<file path="src/rtl/core/bis_pkg.sv">
`timescale 1ns / 1ps
package bis_pkg;

  localparam int MAX_SRC_COLS   = 32;
  localparam int MAX_SRC_ROWS   = 32;
  localparam int OUT_COORD_BITS = 10;

  localparam int CFG_BITS    = 6;
  localparam int FCOL_BITS   = 5;
  localparam int FROW_BITS   = 5;
  localparam int SAMPLE_BITS = 24;
  localparam int PIX_BITS    = 16;

  localparam int COL_BITS  = $clog2(MAX_SRC_COLS);
  localparam int ROW_BITS  = $clog2(MAX_SRC_ROWS);
  localparam int DEPTH     = MAX_SRC_COLS * MAX_SRC_ROWS;
  localparam int ADDR_BITS = $clog2(DEPTH);
  localparam int DIM_MAX   = (MAX_SRC_COLS > MAX_SRC_ROWS) ? MAX_SRC_COLS : MAX_SRC_ROWS;
  localparam int DIM_BITS  = $clog2(DIM_MAX + 1);
  localparam int CMP_BITS  = OUT_COORD_BITS + DIM_BITS;

  localparam int CDIV_STAGES = (OUT_COORD_BITS + 1) / 2;
  localparam int CSH_BITS    = OUT_COORD_BITS + CFG_BITS;

  localparam int WGT_BITS  = 2 * CFG_BITS;
  localparam int TERM_BITS = SAMPLE_BITS + WGT_BITS + 1;
  localparam int ACC_BITS  = TERM_BITS + 2;
  localparam int FRAC_BITS = 8;
  localparam int MAG_BITS  = ACC_BITS - FRAC_BITS;
  localparam int QUO_BITS  = PIX_BITS;
  localparam int QDIV_STAGES = QUO_BITS / 2;
  localparam int BLEND_STAGES = 3;

  typedef enum logic {
    OP_LOAD  = 1'b0,
    OP_QUERY = 1'b1
  } op_t;

  typedef enum logic [1:0] {
    CFG_SRC_WIDTH  = 2'd0,
    CFG_SRC_HEIGHT = 2'd1,
    CFG_SCALE      = 2'd2
  } cfg_idx_t;

  typedef struct packed {
    logic [DIM_BITS-1:0] w;
    logic [DIM_BITS-1:0] h;
    logic [CFG_BITS-1:0] s;
  } dims_t;

  typedef struct packed {
    op_t                       op;
    logic [FCOL_BITS-1:0]      src_col;
    logic [FROW_BITS-1:0]      src_row;
    logic [SAMPLE_BITS-1:0]    sample;
    logic [OUT_COORD_BITS-1:0] out_col;
    logic [OUT_COORD_BITS-1:0] out_row;
  } req_t;

  typedef struct packed {
    logic [OUT_COORD_BITS-1:0] rem;
    logic [OUT_COORD_BITS-1:0] quo;
  } cdiv_t;

  typedef struct packed {
    op_t                    op;
    logic [FCOL_BITS-1:0]   src_col;
    logic [FROW_BITS-1:0]   src_row;
    logic [SAMPLE_BITS-1:0] sample;
    cdiv_t                  dx;
    cdiv_t                  dy;
  } cres_t;

  typedef struct packed {
    logic [3:0][SAMPLE_BITS-1:0] p;
    logic [CFG_BITS-1:0]         fx;
    logic [CFG_BITS-1:0]         fy;
  } blend_in_t;

  typedef struct packed {
    logic [MAG_BITS-1:0] rem;
    logic [QUO_BITS-1:0] quo;
    logic [WGT_BITS-1:0] d;
    logic                neg;
  } qdiv_t;

  function automatic cdiv_t cdiv_step(cdiv_t a, logic [CFG_BITS-1:0] s, int i);
    logic [CSH_BITS-1:0] sh;
    cdiv_t r;
    r  = a;
    sh = CSH_BITS'(s) << i;
    if (CSH_BITS'(a.rem) >= sh) begin
      r.rem    = a.rem - sh[OUT_COORD_BITS-1:0];
      r.quo[i] = 1'b1;
    end
    return r;
  endfunction

  // two restoring steps per stage, msb first
  function automatic cdiv_t cdiv_pair(cdiv_t a, logic [CFG_BITS-1:0] s, int k);
    cdiv_t r;
    r = a;
    if (OUT_COORD_BITS - 1 - 2 * k >= 0) r = cdiv_step(r, s, OUT_COORD_BITS - 1 - 2 * k);
    if (OUT_COORD_BITS - 2 - 2 * k >= 0) r = cdiv_step(r, s, OUT_COORD_BITS - 2 - 2 * k);
    return r;
  endfunction

  function automatic qdiv_t qdiv_step(qdiv_t a, int i);
    logic [MAG_BITS-1:0] sh;
    qdiv_t r;
    r  = a;
    sh = MAG_BITS'(a.d) << i;
    if (a.rem >= sh) begin
      r.rem    = a.rem - sh;
      r.quo[i] = 1'b1;
    end
    return r;
  endfunction

  function automatic logic [ADDR_BITS-1:0] grid_addr(logic [ROW_BITS-1:0] row,
                                                     logic [COL_BITS-1:0] col);
    return ADDR_BITS'(row) * ADDR_BITS'(MAX_SRC_COLS) + ADDR_BITS'(col);
  endfunction

endpackage

</file>
<file path="src/rtl/core/bis_coord_div.sv">
`timescale 1ns / 1ps
module bis_coord_div (
  input  logic                              clk,
  input  logic                              rst_n,
  input  logic                              en,
  input  logic                              in_valid,
  input  bis_pkg::req_t                     in_req,
  input  logic [bis_pkg::CFG_BITS-1:0]      scale,
  output logic                              out_valid,
  output bis_pkg::cres_t                    out_res
);

  localparam int STG = bis_pkg::CDIV_STAGES;

  logic [STG-1:0]  vld_r;
  bis_pkg::cres_t  st_r   [STG];
  bis_pkg::cres_t  st_in  [STG];
  bis_pkg::cres_t  st_nxt [STG];

  always_comb begin
    st_in[0].op      = in_req.op;
    st_in[0].src_col = in_req.src_col;
    st_in[0].src_row = in_req.src_row;
    st_in[0].sample  = in_req.sample;
    st_in[0].dx.rem  = in_req.out_col;
    st_in[0].dx.quo  = '0;
    st_in[0].dy.rem  = in_req.out_row;
    st_in[0].dy.quo  = '0;
  end

  for (genvar k = 0; k < STG; k++) begin : g_stage
    if (k > 0) begin : g_link
      assign st_in[k] = st_r[k-1];
    end
    always_comb begin
      st_nxt[k]    = st_in[k];
      st_nxt[k].dx = bis_pkg::cdiv_pair(st_in[k].dx, scale, k);
      st_nxt[k].dy = bis_pkg::cdiv_pair(st_in[k].dy, scale, k);
    end
    always_ff @(posedge clk) begin
      if (en) begin
        st_r[k] <= st_nxt[k];
      end
    end
  end

  always_ff @(posedge clk) begin
    if (!rst_n) begin
      vld_r <= '0;
    end else if (en) begin
      vld_r <= {vld_r[STG-2:0], in_valid};
    end
  end

  assign out_valid = vld_r[STG-1];
  assign out_res   = st_r[STG-1];

endmodule

</file>
<file path="config.mk">
export PLATFORM = sky130hd
export DESIGN_NAME = bis_coord_div
export DESIGN_NICKNAME = d
export VERILOG_FILES = /design/src/rtl/core/bis_pkg.sv /design/src/rtl/core/bis_coord_div.sv
export SDC_FILE = /design/constraint.sdc
export NUM_CORES = 1
export LEC_CHECK = 0
export BUFFER_PORTS_ARGS = -buffer_cell sky130_fd_sc_hd__buf_2
export CELL_PAD_IN_SITES_DETAIL_PLACEMENT = 1
export CELL_PAD_IN_SITES_GLOBAL_PLACEMENT = 1
export CORE_UTILIZATION = 54
export DETAILED_ROUTE_END_ITERATION = 16
export GPL_TIMING_DRIVEN = 0
export HOLD_SLACK_MARGIN = 0.12
export MAX_ROUTING_LAYER = met4
export PLACE_DENSITY_LB_ADDON = 0.1
export SLEW_MARGIN = 20
export SYNTH_ARGS = -nofsm -noshare
export SYNTH_HDL_FRONTEND = slang
export SYNTH_SLANG_ARGS = --single-unit
</file>
<file path="constraint.sdc">
create_clock -name clk -period 14.5 [get_ports clk]
set_input_delay 1.45 -clock clk [delete_from_list [all_inputs] [get_ports clk]]
set_output_delay 1.45 -clock clk [all_outputs]
set_load 0.05 [all_outputs]
</file>
# Word level (Yosys, flattened, before mapping)
# Memory sizes are Yosys's and may differ from the RTL's.
# Cells that the tools add are included.
# W data, S select, Z words.
# word_totals
memories	1
in_bits	65
output_inout_bits	76
regBits	5
mem_bits_rw	375
word_cells	82
# memory_table
memory	words	word_bits	read_ports	rd_ports_with_merged_regs	wr	line_no	source
st_r	5	75	5	0	5	bis_coord_div.sv:16	bis_pkg::cres_t st_r [STG];
# op_classes
n_lt_le_gt_ge	20
mux	40
n_addsub	20
# ops
op	n
$mux W10	18
$sub A10 B10 Y10	12
$ge A10 B15 Y1	2
$ge A10 B14 Y1	2
$ge A10 B13 Y1	2
$ge A10 B12 Y1	2
$ge A10 B11 Y1	2
$mux W11	2
$ge A10 B10 Y1	2
$ge A10 B6 Y1	2
$ge A10 B7 Y1	2
$ge A10 B8 Y1	2
$ge A10 B9 Y1	2
$mux W1	20
$sub A10 B6 Y10	2
$sub A10 B7 Y10	2
$sub A10 B8 Y10	2
$sub A10 B9 Y10	2

# Depth between registers and ports, before layout
# An unclocked memory read counts as a cell.
# logic_depth
depth_word	5
depth_mapped	20
ltp_nobuf	18

# Worst setup path after synthesis
# OpenSTA, ideal clock, no wires.
# synth_path
kind	in2reg
start	in scale[1] in the netlist's numbering
end	mem st_r[0][311] in the netlist's numbering, data pin
path_slack_ns	8.335
t_required_ns	14.240
setup_ns	0.260
path_stages	18
arrival_time_ns	5.904
n_path_buf	2
path_cell_list	inv_1 > ha_1 > nor2b_4 > o21ai_4 > a31oi_2 > nor4_2 > buf_6 > o21ai_0 > fa_1 > a21o_1 > a21o_1 > a21o_1 > a21o_1 > nor2_1 > nand4_2 > or2_1 > buf_6 > mux2_4
# synth_rtl
element	line_no	source
start, declared	bis_coord_div.sv:8	input logic [bis_pkg::CFG_BITS-1:0] scale,
end, declared	bis_coord_div.sv:16	

==> Flow_metrics.wiki <==
{| class="wikitable"
! Metric !! Value
|-
| Outcome || completed
|-
| Beginning of the worst hold path || st_r[0][249]$_DFFE_PP_
|-
| Commonest register cell after synthesis || sky130_fd_sc_hd__edfxtp_1
|-
| Count leader, synth || sky130_fd_sc_hd__edfxtp_1
|-
| Post-CTS setup buffer count || 0
|-
| Placement Setup Slack || around 8 ns
|-
| Last weighted congestion value of the routability-driven placer || approximately 0.8
|-
| Data arrival, critical path || 6.23 ns
|-
| Transition at the pin with the smallest max-transition slack || a little over 0.9 ns
|-
| Wire length of the first global-routing pass || approximately 49 mm
|-
| # DRC || 0
|-
| Core Box Area || 27,930 µm²
|-
| RSZ-0062 raised after global routing || false
|-
| TritonCTS clock tree || done
|-
| Worst path most repeated cell || sky130_fd_sc_hd__a21o_1
|-
| Total Nets Final || around 1,400
|-
| Yosys reg bits || 340
|-
| Area share of the leading cell type in the synthesized netlist || between 60 and 70%
|-
| Floorplan row count || 61
|-
| Final setup fails || 0
|-
| Max-cap check violation count || 0
|-
| Endpoint type of the worst setup path || register
|-
| Sequential-to-total area share from yosys stat || ~66%
|-
| Gr usage total || between 20% and 30%
|-
| Largest stage delay on the critical path || approximately 0.66 ns
|-
| WHS || 0.4119 ns
|-
| Slew headroom || a little under two fifths
|-
| Total congestion overflow || 0
|-
| Async S/R FF share, synth || 0%
|-
| Kind of start point of the critical path || input pin
|-
| Final count of pins violating max slew || 0
|-
| Routed vias || 8,942
|-
| EDFF count, synth || approximately 340
|-
| Detailed-route wire length || approximately 31 mm
|-
| Highest clock frequency the design can meet || 167.7 MHz
|-
| Fin Setup TNS || 0 ns
|-
| Launch instance of the worst register-to-register path || st_r[0][241]$_DFFE_PP_
|-
| Avg WL per Cell || 19.19 µm
|-
| Leading cell types by total area after synthesis || sky130_fd_sc_hd__edfxtp_1, sky130_fd_sc_hd__ha_1, sky130_fd_sc_hd__fa_1
|-
| Detailed-router iteration count before antenna repair || 4
|-
| Classification of the worst-slack hold path || reg -> reg
|-
| Initial standard-cell utilization of the core || 55.17%
|-
| VDD IR max || 103.7 µV
|-
| DP Cell Count || approximately 1,600
|-
| Number of cells produced by synthesis || ~1,100
|-
| Vias in the first global route || just under 10,000
|-
| Buf/Inv on CP || 4
|-
| Crit Path Class || in -> reg
|-
| Buffer cell driving the clock tree root || sky130_fd_sc_hd__clkbuf_16
|-
| Area leader, netlist || sky130_fd_sc_hd__edfxtp_1
|-
| Area Growth Syn to Fin || 15.65%
|-
| Die outline width || 170.9 µm
|-
| Cell leakage power || roughly 7.0 nW
|-
| TritonCTS Sinks || 340
|-
| Die Outline Area || 29,220 µm²
|-
| Synthesized net count || approximately 1,200
|-
| Critical path fanouts, max || 17
|-
| Latest clock arrival within the worst-skew pair || 0.52 ns
|-
| Initial antenna violation count || 0
|-
| Largest clock skew in the final design || approximately 0.016 ns
|-
| Core utilization of the finished layout || between 60% and 70%
|-
| Yosys cell types || 70
|-
| Iteration-0 DRC Markers || around 360
|-
| Final-report hold violation count || 0
|-
| Count of hold buffers inserted by post-cts repair || 0
|-
| Vias per Instance || about 5.5
|-
| Most used standard cells in the synthesized netlist || sky130_fd_sc_hd__edfxtp_1, sky130_fd_sc_hd__ha_1, sky130_fd_sc_hd__inv_1
|-
| Final period demand of the worst path || 5.962 ns
|-
| Count of buffers from port buffering || 140
|-
| Clock slew seen by the registers of the worst setup and hold paths || about 0.060 ns
|-
| Critical Path RT || between 10 and 15 ns
|-
| Power density over cell area || roughly 190 nW/µm²
|-
| Launching element of the worst setup path || scale[2]
|-
| Antenna Violating Nets Remaining || 0
|-
| Final critical-path setup slack || ~8.5 ns
|-
| Resized cells post-CTS || 0
|-
| Depth of the CTS H-tree || 2
|-
| Proportion of layout cells with a drive suffix above 1 || between 20% and 30%
|-
| Yosys warning count || 0
|-
| Pin count of the biggest net entering global routing || about 110
|-
| Clock tree buffer depth || 3
|-
| Post-synthesis instance area || roughly 15,000 µm²
|-
| Non-filler cells in the finished layout || 1,636
|-
| # diodes || 0
|-
| Library cell contributing the largest single delay on the critical path || sky130_fd_sc_hd__inv_1
|-
| Synth Area per Inst || 14.66 µm²
|-
| Period utilisation layout || around two fifths
|-
| Cells along the critical path || buf_2, inv_1, ha_1, nand4_1, a31oi_2, nor4_2, buf_6, o21ai_0, fa_1, a21o_1, a21o_1, a21o_1, a21o_1, nor2_1, nand4_2, or2_1, buf_6, mux2_4
|-
| Final HPWL from detailed placement || between 20 and 25 mm
|-
| Boundary pin count || about 140
|-
| Vertical extent of the die || approximately 170 µm
|-
| Critical path's top delay family || simple AND/OR/NAND/NOR gates
|-
| Number of buffers created by CTS || 36
|}
-- report_power, final --
group | leakage (nW) | internal, mW | total (mW) | switching (mW)
sequential | 3.31 | 1.26 | 1.31 | 0.0502
combinational | 3.12 | 0.443 | 1.13 | 0.690
clock | 0.550 | 0.513 | 0.883 | 0.370
-- worst paths after layout --
check / endpoint / slack (ns) / cells past startpoint
worst min-delay path: st_r[0][324]$_DFFE_PP_ / 0.41 / 0
worst max register to register: st_r[0][315]$_DFFE_PP_ / 9.80 / 18
worst min register to register: st_r[0][324]$_DFFE_PP_ / 0.41 / 0
worst max-delay path: st_r[0][315]$_DFFE_PP_ / 8.54 / 18
-- cells in the final DEF, fill, tap and decap left out, types with 17 or more instances in the layout --
master / Yosys / layout
sky130_fd_sc_hd__a21o_1: 28 / 28
sky130_fd_sc_hd__a21oi_1: 52 / 52
sky130_fd_sc_hd__buf_2: 5 / 144
sky130_fd_sc_hd__clkbuf_16: 0 / 36
sky130_fd_sc_hd__edfxtp_1: 335 / 335
sky130_fd_sc_hd__fa_1: 18 / 18
sky130_fd_sc_hd__ha_1: 90 / 90
sky130_fd_sc_hd__inv_1: 69 / 68
sky130_fd_sc_hd__mux2_2: 31 / 31
sky130_fd_sc_hd__mux2i_1: 23 / 23
sky130_fd_sc_hd__nand2_1: 64 / 64
sky130_fd_sc_hd__nor2_1: 53 / 53
sky130_fd_sc_hd__nor2b_1: 18 / 18
sky130_fd_sc_hd__nor3_1: 17 / 17
sky130_fd_sc_hd__o21ai_0: 52 / 52
sky130_fd_sc_hd__xnor2_1: 28 / 28
sky130_fd_sc_hd__xor2_1: 19 / 19
-- per-stage QoR --
step	power [mW]	area, µm²
6_report	3.324	17820
5_1_grt	3.494	17820
4_1_cts	3.350	17820
3_5_place_dp	2.453	16700
3_3_place_gp	2.389	16590
2_1_floorplan	2.180	15410
-- metal layers --
layer / up-vias / part of all wire [%] / routed length [µm] / GRT usage [%]
met5: - / 0 / 0 / -
met4: 0 / 2.6 / 819 / 7.570
met3: 66 / 3.4 / 1053 / 3.377
met2: 178 / 54 / 17090 / 42.06
met1: 4391 / 40 / 12440 / 25.01
li1: 4307 / - / - / -
-- state kept, by name (all words and copies together), names as in the netlist --
name and count:
st_r 335, vld_r 5
-- layout make-up --
class / count / area [µm²]
clock inverter: 21 / 202.7
timing repair buffer: 144 / 813.3
sequential: 340 / 10160
tap: 378 / 473.0
inverter: 71 / 266.5
multi-input combinational: 625 / 4893
fill: 2694 / 10110
clock buffer: 42 / 923.4
buffer: 15 / 92.59
-- kinds of logic (layout without fill, tap and decap cells) --
logic type,Yosys count,count (layout),share of synthesized area (%)
flip-flops,340,340,65.92
AND/OR/NAND/NOR,229,229,7.818
AO/OA/AOI/OAI,183,183,7.469
adder cells (fa/ha/maj),108,108,9.644
buffers and inverters,86,293,2.330
multiplexers,58,58,4.148
XOR/XNOR,47,47,2.671
No activity file was read; power rests on OpenSTA's default activity.
