## src/rtl/core/bis_pkg.sv

```systemverilog
`timescale 1ns / 1ps
package bis_pkg;

  localparam int MAX_SRC_COLS   = 32;
  localparam int MAX_SRC_ROWS   = 32;
  localparam int OUT_COORD_BITS = 10;

  localparam int CFG_BITS    = 6;
  localparam int FCOL_BITS   = 5;
  localparam int FROW_BITS   = 5;
  localparam int SAMPLE_BITS = 24;
  localparam int PIX_BITS    = 16;

  localparam int COL_BITS  = $clog2(MAX_SRC_COLS);
  localparam int ROW_BITS  = $clog2(MAX_SRC_ROWS);
  localparam int DEPTH     = MAX_SRC_COLS * MAX_SRC_ROWS;
  localparam int ADDR_BITS = $clog2(DEPTH);
  localparam int DIM_MAX   = (MAX_SRC_COLS > MAX_SRC_ROWS) ? MAX_SRC_COLS : MAX_SRC_ROWS;
  localparam int DIM_BITS  = $clog2(DIM_MAX + 1);
  localparam int CMP_BITS  = OUT_COORD_BITS + DIM_BITS;

  localparam int CDIV_STAGES = (OUT_COORD_BITS + 1) / 2;
  localparam int CSH_BITS    = OUT_COORD_BITS + CFG_BITS;

  localparam int WGT_BITS  = 2 * CFG_BITS;
  localparam int TERM_BITS = SAMPLE_BITS + WGT_BITS + 1;
  localparam int ACC_BITS  = TERM_BITS + 2;
  localparam int FRAC_BITS = 8;
  localparam int MAG_BITS  = ACC_BITS - FRAC_BITS;
  localparam int QUO_BITS  = PIX_BITS;
  localparam int QDIV_STAGES = QUO_BITS / 2;
  localparam int BLEND_STAGES = 3;

  typedef enum logic {
    OP_LOAD  = 1'b0,
    OP_QUERY = 1'b1
  } op_t;

  typedef enum logic [1:0] {
    CFG_SRC_WIDTH  = 2'd0,
    CFG_SRC_HEIGHT = 2'd1,
    CFG_SCALE      = 2'd2
  } cfg_idx_t;

  typedef struct packed {
    logic [DIM_BITS-1:0] w;
    logic [DIM_BITS-1:0] h;
    logic [CFG_BITS-1:0] s;
  } dims_t;

  typedef struct packed {
    op_t                       op;
    logic [FCOL_BITS-1:0]      src_col;
    logic [FROW_BITS-1:0]      src_row;
    logic [SAMPLE_BITS-1:0]    sample;
    logic [OUT_COORD_BITS-1:0] out_col;
    logic [OUT_COORD_BITS-1:0] out_row;
  } req_t;

  typedef struct packed {
    logic [OUT_COORD_BITS-1:0] rem;
    logic [OUT_COORD_BITS-1:0] quo;
  } cdiv_t;

  typedef struct packed {
    op_t                    op;
    logic [FCOL_BITS-1:0]   src_col;
    logic [FROW_BITS-1:0]   src_row;
    logic [SAMPLE_BITS-1:0] sample;
    cdiv_t                  dx;
    cdiv_t                  dy;
  } cres_t;

  typedef struct packed {
    logic [3:0][SAMPLE_BITS-1:0] p;
    logic [CFG_BITS-1:0]         fx;
    logic [CFG_BITS-1:0]         fy;
  } blend_in_t;

  typedef struct packed {
    logic [MAG_BITS-1:0] rem;
    logic [QUO_BITS-1:0] quo;
    logic [WGT_BITS-1:0] d;
    logic                neg;
  } qdiv_t;

  function automatic cdiv_t cdiv_step(cdiv_t a, logic [CFG_BITS-1:0] s, int i);
    logic [CSH_BITS-1:0] sh;
    cdiv_t r;
    r  = a;
    sh = CSH_BITS'(s) << i;
    if (CSH_BITS'(a.rem) >= sh) begin
      r.rem    = a.rem - sh[OUT_COORD_BITS-1:0];
      r.quo[i] = 1'b1;
    end
    return r;
  endfunction

  // two restoring steps per stage, msb first
  function automatic cdiv_t cdiv_pair(cdiv_t a, logic [CFG_BITS-1:0] s, int k);
    cdiv_t r;
    r = a;
    if (OUT_COORD_BITS - 1 - 2 * k >= 0) r = cdiv_step(r, s, OUT_COORD_BITS - 1 - 2 * k);
    if (OUT_COORD_BITS - 2 - 2 * k >= 0) r = cdiv_step(r, s, OUT_COORD_BITS - 2 - 2 * k);
    return r;
  endfunction

  function automatic qdiv_t qdiv_step(qdiv_t a, int i);
    logic [MAG_BITS-1:0] sh;
    qdiv_t r;
    r  = a;
    sh = MAG_BITS'(a.d) << i;
    if (a.rem >= sh) begin
      r.rem    = a.rem - sh;
      r.quo[i] = 1'b1;
    end
    return r;
  endfunction

  function automatic logic [ADDR_BITS-1:0] grid_addr(logic [ROW_BITS-1:0] row,
                                                     logic [COL_BITS-1:0] col);
    return ADDR_BITS'(row) * ADDR_BITS'(MAX_SRC_COLS) + ADDR_BITS'(col);
  endfunction

endpackage

```

## src/rtl/core/bis_blend.sv

```systemverilog
`timescale 1ns / 1ps
module bis_blend (
  input  logic                                clk,
  input  logic                                rst_n,
  input  logic                                en,
  input  logic [bis_pkg::CFG_BITS-1:0]        scale,
  input  logic                                in_valid,
  input  bis_pkg::blend_in_t                  in_data,
  output logic                                out_valid,
  output logic signed [bis_pkg::PIX_BITS-1:0] pixel,
  output logic                                sat
);

  localparam int FB  = bis_pkg::CFG_BITS;
  localparam int WB  = bis_pkg::WGT_BITS;
  localparam int SB  = bis_pkg::SAMPLE_BITS;
  localparam int TB  = bis_pkg::TERM_BITS;
  localparam int ACB = bis_pkg::ACC_BITS;
  localparam int MB  = bis_pkg::MAG_BITS;
  localparam int QS  = bis_pkg::QDIV_STAGES;
  localparam int NS  = bis_pkg::BLEND_STAGES + QS;
  localparam int PB  = bis_pkg::PIX_BITS;

  logic [NS-1:0] vld_r;

  always_ff @(posedge clk) begin
    if (!rst_n) begin
      vld_r <= '0;
    end else if (en) begin
      vld_r <= {vld_r[NS-2:0], in_valid};
    end
  end

  // weights and divisor
  logic [3:0][WB-1:0] w_r;
  logic [3:0][SB-1:0] p0_r;
  logic [WB-1:0]      d0_r;
  logic [FB-1:0]      wx0, wy0;

  assign wx0 = scale - in_data.fx;
  assign wy0 = scale - in_data.fy;

  always_ff @(posedge clk) begin
    if (en) begin
      w_r[0] <= WB'(wx0) * WB'(wy0);
      w_r[1] <= WB'(in_data.fx) * WB'(wy0);
      w_r[2] <= WB'(wx0) * WB'(in_data.fy);
      w_r[3] <= WB'(in_data.fx) * WB'(in_data.fy);
      d0_r   <= WB'(scale) * WB'(scale);
      p0_r   <= in_data.p;
    end
  end

  // weighted terms
  logic signed [TB-1:0] t_r [4];
  logic [WB-1:0]        d1_r;

  always_ff @(posedge clk) begin
    if (en) begin
      for (int k = 0; k < 4; k++) begin
        t_r[k] <= TB'($signed(p0_r[k]) * $signed({1'b0, w_r[k]}));
      end
      d1_r <= d0_r;
    end
  end

  // sum
  logic signed [ACB-1:0] acc_r;
  logic [WB-1:0]         d2_r;

  always_ff @(posedge clk) begin
    if (en) begin
      acc_r <= ACB'(t_r[0]) + ACB'(t_r[1]) + ACB'(t_r[2]) + ACB'(t_r[3]);
      d2_r  <= d1_r;
    end
  end

  // magnitude with the fraction dropped, truncation toward zero
  logic [ACB-1:0]  absacc;
  bis_pkg::qdiv_t  q_in [QS];
  bis_pkg::qdiv_t  q_r  [QS];

  assign absacc = acc_r[ACB-1] ? ACB'(-acc_r) : ACB'(acc_r);

  always_ff @(posedge clk) begin
    if (en) begin
      q_r[0].rem <= MB'(absacc >> bis_pkg::FRAC_BITS);
      q_r[0].quo <= '0;
      q_r[0].d   <= d2_r;
      q_r[0].neg <= acc_r[ACB-1];
    end
  end

  // restoring divide by scale squared, two quotient bits per stage
  for (genvar k = 1; k < QS; k++) begin : g_qdiv
    always_comb begin
      q_in[k] = bis_pkg::qdiv_step(q_r[k-1], bis_pkg::QUO_BITS - 2 * k + 1);
      q_in[k] = bis_pkg::qdiv_step(q_in[k], bis_pkg::QUO_BITS - 2 * k);
    end
    always_ff @(posedge clk) begin
      if (en) begin
        q_r[k] <= q_in[k];
      end
    end
  end

  // last two steps and saturation
  bis_pkg::qdiv_t       qf;
  logic [PB:0]          qmag;

  always_comb begin
    q_in[0] = bis_pkg::qdiv_step(q_r[QS-1], 1);
    qf      = bis_pkg::qdiv_step(q_in[0], 0);
    qmag    = {1'b0, qf.quo};
    if (!qf.neg) begin
      sat   = qmag > (PB+1)'(2 ** (PB - 1) - 1);
      pixel = sat ? PB'(2 ** (PB - 1) - 1) : PB'(qmag);
    end else begin
      sat   = qmag > (PB+1)'(2 ** (PB - 1));
      pixel = sat ? PB'(2 ** (PB - 1)) : PB'(-qmag);
    end
  end

  assign out_valid = vld_r[NS-1];

endmodule

```

## config.mk

```make
export PLATFORM = sky130hd
export DESIGN_NAME = bis_blend
export DESIGN_NICKNAME = d
export VERILOG_FILES = /design/src/rtl/core/bis_pkg.sv /design/src/rtl/core/bis_blend.sv
export SDC_FILE = /design/constraint.sdc
export NUM_CORES = 2
export LEC_CHECK = 0
export ABC_AREA = 1
export BUFFER_PORTS_ARGS = -buffer_cell sky130_fd_sc_hd__buf_4
export CELL_PAD_IN_SITES_DETAIL_PLACEMENT = 0
export CELL_PAD_IN_SITES_GLOBAL_PLACEMENT = 1
export CORE_MARGIN = 2
export CORE_UTILIZATION = 34
export CTS_CLUSTER_SIZE = 40
export DETAILED_ROUTE_END_ITERATION = 7
export GPL_ROUTABILITY_DRIVEN = 0
export PLACE_DENSITY_LB_ADDON = 0.1
export SYNTH_ARGS = -nofsm -noshare
export SYNTH_HDL_FRONTEND = slang
export SYNTH_SLANG_ARGS = --single-unit
```

## constraint.sdc

```tcl
create_clock -name clk -period 6.35 [get_ports clk]
set_input_delay 0.3175 -clock clk [delete_from_list [all_inputs] [get_ports clk]]
set_output_delay 0.3175 -clock clk [all_outputs]
set_load 0.05 [all_outputs]
```

======== Yosys cells after proc, flatten, opt, wreduce, memory -nomap -nowiden ========
Memories as Yosys holds them, arrays and structs flattened.
Cells that the tools add are included.
word-level totals
  memories ................................ 2
  input port bits ......................... 118
  bits in writable memories ............... 628
  register bits ........................... 230
  output and inout port bits .............. 18
operators by class
  $lt $le $gt $ge ......................... 18
  mux-type cells .......................... 37
  add/sub/neg operators ................... 22
  multipliers ............................. 9
memories
  name  words  width  read ports  clocked after memory_dff  wr ports  RTL line         RTL
  q_r   8      60     8           0                         8         bis_blend.sv:81  bis_pkg::qdiv_t q_r [QS];
  t_r   4      37     4           0                         4         bis_blend.sv:55  logic signed [TB-1:0] t_r [4];
operators by type and width
  cell              number
  $mux W31          14
  $mul A24 B13 Y37  4
  $mul A6 B6 Y12    5
  $mux W16          3
  $add A38 B37 Y39  1
  $add A39 B37 Y39  1
  $mux W39          1
  $neg A39 Y39      1
  $add A37 B37 Y38  1
  $mux W32          1
  $ge A31 B12 Y1    1
  $ge A31 B13 Y1    1
  $ge A31 B14 Y1    1
  $ge A31 B15 Y1    1
  $ge A31 B16 Y1    1
  $ge A31 B17 Y1    1
  $ge A31 B18 Y1    1
  $ge A31 B19 Y1    1
  $ge A31 B20 Y1    1
  $ge A31 B21 Y1    1
  $ge A31 B22 Y1    1
  $ge A31 B23 Y1    1
  $ge A31 B24 Y1    1
  $ge A31 B25 Y1    1
  22 further kinds  40

======== Depth between registers and ports, before layout ========
An unclocked memory read counts as a cell.
  word-level depth ........................ 8
  depth in mapped cells ................... 38
  gate-level depth less buffers ........... 37

======== Worst setup path after synthesis ========
Ideal clock, no wire load.
  kind .................................... register -> output
  start point ............................. memory q_r[1][218] in the netlist's numbering
  end point ............................... output pixel[10] in the netlist's numbering
  path buffers ............................ 2
  data arrival time ....................... 5.811 ns
  setup slack ............................. 0.222 ns
  cell stages (with the launch flop) ...... 38
  path through ............................ edfxtp_1 ha_1 nand2_1 inv_1 nand2_1 nand2_1 nand2_1 nand2_1 nor2_1 nand2_2 inv_1 buf_2 clkbuf_1 o21ai_0 ha_1 nand2_1 nor2_1 nand4_1 (+2 left out) nand3_1 nor2_1 nor2_1 nand3_2 inv_1 ha_1 nand4_1 nor2_1 inv_1 nor2_1 nand2_1 nor3_1 inv_1 nor2_1 nor2_1 nor2_1 inv_1 o21ai_0
RTL lines
  element          RTL line         RTL
  start, declared  bis_blend.sv:81
  end, declared    bis_blend.sv:10  output logic signed [bis_pkg::PIX_BITS-1:0] pixel,

==> flow_summary.yaml <==
worst_setup_path:
  slowest_stage: "edfxtp_1"
  cp_data_arrival_time_ns: 5.87
  worstPathMaxFanout: 8
  cpMostUsedCell: "nor2_2"
  critPathKind: "reg2out"
  cp-end-kind: "output pin"
  crit_buf_inv: 9
  cpPeakStageDelay_ns: 0.43
  crit_family: "simple AND/OR/NAND/NOR gates"
  startpoint_type: "flop"
  required_ns: 6.03
synthesis:
  synthCells: 11233
  ys_seq_elements: 775
  synth.largest_area_cell: "fa_1"
  synth-main-ff-cell: "edfxtp_1"
  ys_seq_area_share_pct: 24.8
  synthTopCellsByArea: "fa_1 25%, edfxtp_1 25%, nand2_1 11%"
  netlist-cell-type-count: 65
  synth_edf_count: 764
  syn_avg_cell_area_sq_um: 8.32
  synth_top_area_share_pct: 25.4
  yosysWarnings: 0
  syn_area_sq_mm: 0.0935
  postSynth.asyncResetShare_pct: 0
  syn_nets: 13220
clock_network:
  cts_tree: "done"
  clk_pin_slew_ns: 0.06
  cts_num_sinks: 775
  cts_buffers: 105
  cts-htree-levels: 3
  clock_latency_ns: 0.86
  root_buffer: "clkbuf_16"
  cts_buffer_depth: 4
floorplanning:
  ios: 136
  initial_core_util_pct: 34.2
  rows: 192
  dieArea_sq_mm: 0.279
  die_y_microns: 528
  fp.dieW_microns: 528
  coreArea_sq_mm: 0.274
hold_path:
  min_path_type: "in2reg"
sta:
  slew_headroom_pct: 33.8
  setup_viol_count_final: 0
  fin_hold_ws_ns: 0.0873
  period_share_pct: 97.5
  final-hold-violation-count: 0
  tightestPinTransition_ns: 0.982
  slew_viol_final: 0
  max_freq_ghz: 0.162
  rsz0062_at_grt: "true"
  period_needed_ns: 6.19
  skew_ns: 0.0735
drt:
  wire_per_inst_microns: 19.4
  dr.pass1.iters: 6
  dr_wl_met2_microns: 142000
  ant_nets: 0
  drc: 0
  drt_wl_total_microns: 296000
  drt_iter0_markers: 4809
  num_vias: 72536
  wl_met1_microns: 136000
  top_layer: "met5"
  wl_met3_microns: 10600
  viasPerCell: 4.76
global_route:
  first_global_vias: 76212
  globalRouteTotalUtil_pct: 21.4
  grt_max_degree: 158
  antenna_found_initial: 7
  overflow: 0
  grt_pass1_wl_microns: 460000
cells_and_area:
  drive_above_1_share_pct: 6.34
  area_delta_synth_final_pct: 12.4
  final_cell_mix: "2732 x nand2_1, 2603 x inv_1, 1186 x fa_1, 764 x edfxtp_1, 682 x nor2_1"
  regArea_sq_mm: 0.0232
  fin_area_sq_mm: 0.105
  fillCellCount: 28222
  nets: 13544
  multi_input_area_sq_mm: 0.0597
  layout_commonest_cell: "nand2_1"
placement:
  place_area_sq_mm: 0.0994
  hpwl_microns: 244000
  port_buffers: 135
job:
  max-cap-violations: 0
status:
  outcome: "completed"
-- routing by layer --
| metal | up-vias | track usage, % |
|---|---|---|
| met1 | 35751 | 29.0 |
| met3 | 279 | 2.26 |
| met5 | - | 0 |
| met2 | 1315 | 36.5 |
| met4 | 8 | 4.94 |
| li1 | 35183 | - |
-- what timing repair did --
item | CTS | global route
hold buffers | 108 | 0
endpoints found under the setup margin | 17 | 27
pin swaps | 5 | 27
cloned | 1 | 0
gates resized for setup | 26 | 104
buffers inserted | 8 | 45
hold endpoints to repair | 141 | 0
-- cells in the mapped netlist (7+ instances only) --
cell and n:
o21bai_1 13, a31oi_1 19, edfxtp_1 764, buf_2 15, fa_1 1186, nand4_1 125, or2_2 24, nand3b_1 32
xor2_1 287, nand2_1 2748, nand2_2 31, a21oi_1 458, clkbuf_1 229, buf_6 11, inv_2 7, o211ai_1 28
dfxtp_1 11, nor2_1 699, nand3_2 16, buf_4 9, ha_1 683, o221ai_1 10, o21a_1 29, nor2_2 13
o21ai_0 362, a21o_1 20, o21ai_1 21, xnor2_1 161, nor3_1 103, o21ai_2 13, nand3_1 376, nor4_1 36
inv_1 2610, a21boi_0 17
-- final timing paths --
kind          startpoint  cells after the start         end  slack, ns
min reg2reg      d1_r[9]                      0     d2_r[9]       0.41
min           in_data[7]                      4     w_r[37]       0.09
max reg2reg      w_r[28]                     20  t_r[2][36]       0.29
max          q_r[1][221]                     37    pixel[3]       0.16
-- kinds of logic after synthesis --
kind of cell             count (synthesis)  synth area share (%)
flip-flops                             775                  24.8
AO/OA/AOI/OAI                         1021                  6.02
AND/OR/NAND/NOR                       4234                  18.7
buffers and inverters                 2886                  11.8
XOR/XNOR                               448                  4.20
adder cells (fa/ha/maj)               1869                  34.5
-- state kept, by name (all words and copies together), names as in the netlist --
register and flops:
d1_r 11, d2_r 11, w_r 48, d0_r 11, q_r 400, acc_r 39, t_r 148, vld_r 11
p0_r 96
-- worst register-to-register path: cells and delay by family (launching register included) --
kind / cells / cell delay (ns)
compound gates: 2 / 0.51
buf+inv: 3 / 0.50
xor+xnor: 1 / 0.07
simple gates: 8 / 1.01
flops: 1 / 0.73
fa+ha+maj: 6 / 3.00
-- cell type report --
class,instances,area share (%)
Multi-Input combinational cell,7572,56.9
Sequential cell,775,22.1
Inverter,2620,9.37
Tap cell,3589,4.28
Timing Repair Buffer,482,4.05
Clock buffer,120,2.56
Clock inverter,69,0.824
Timing Repair inverter,1,0.00715
Antenna cell,2,0.00477
-- metrics by stage --
stage          setup WS, ns  instances  setup TNS, ns  util (%)
4_1_cts             -0.0227      15183        -0.0800      38.1
3_3_place_gp         0.0783      14877              0      36.3
6_report              0.160      15230              0      38.4
5_1_grt              -0.192      15229          -1.81      38.4
2_1_floorplan         0.222      11233              0         -
3_5_place_dp         0.0418      14877              0      36.3
Power is not shown: default switching activity piles up to over one toggle a cycle in this logic, so the estimate is an artifact.
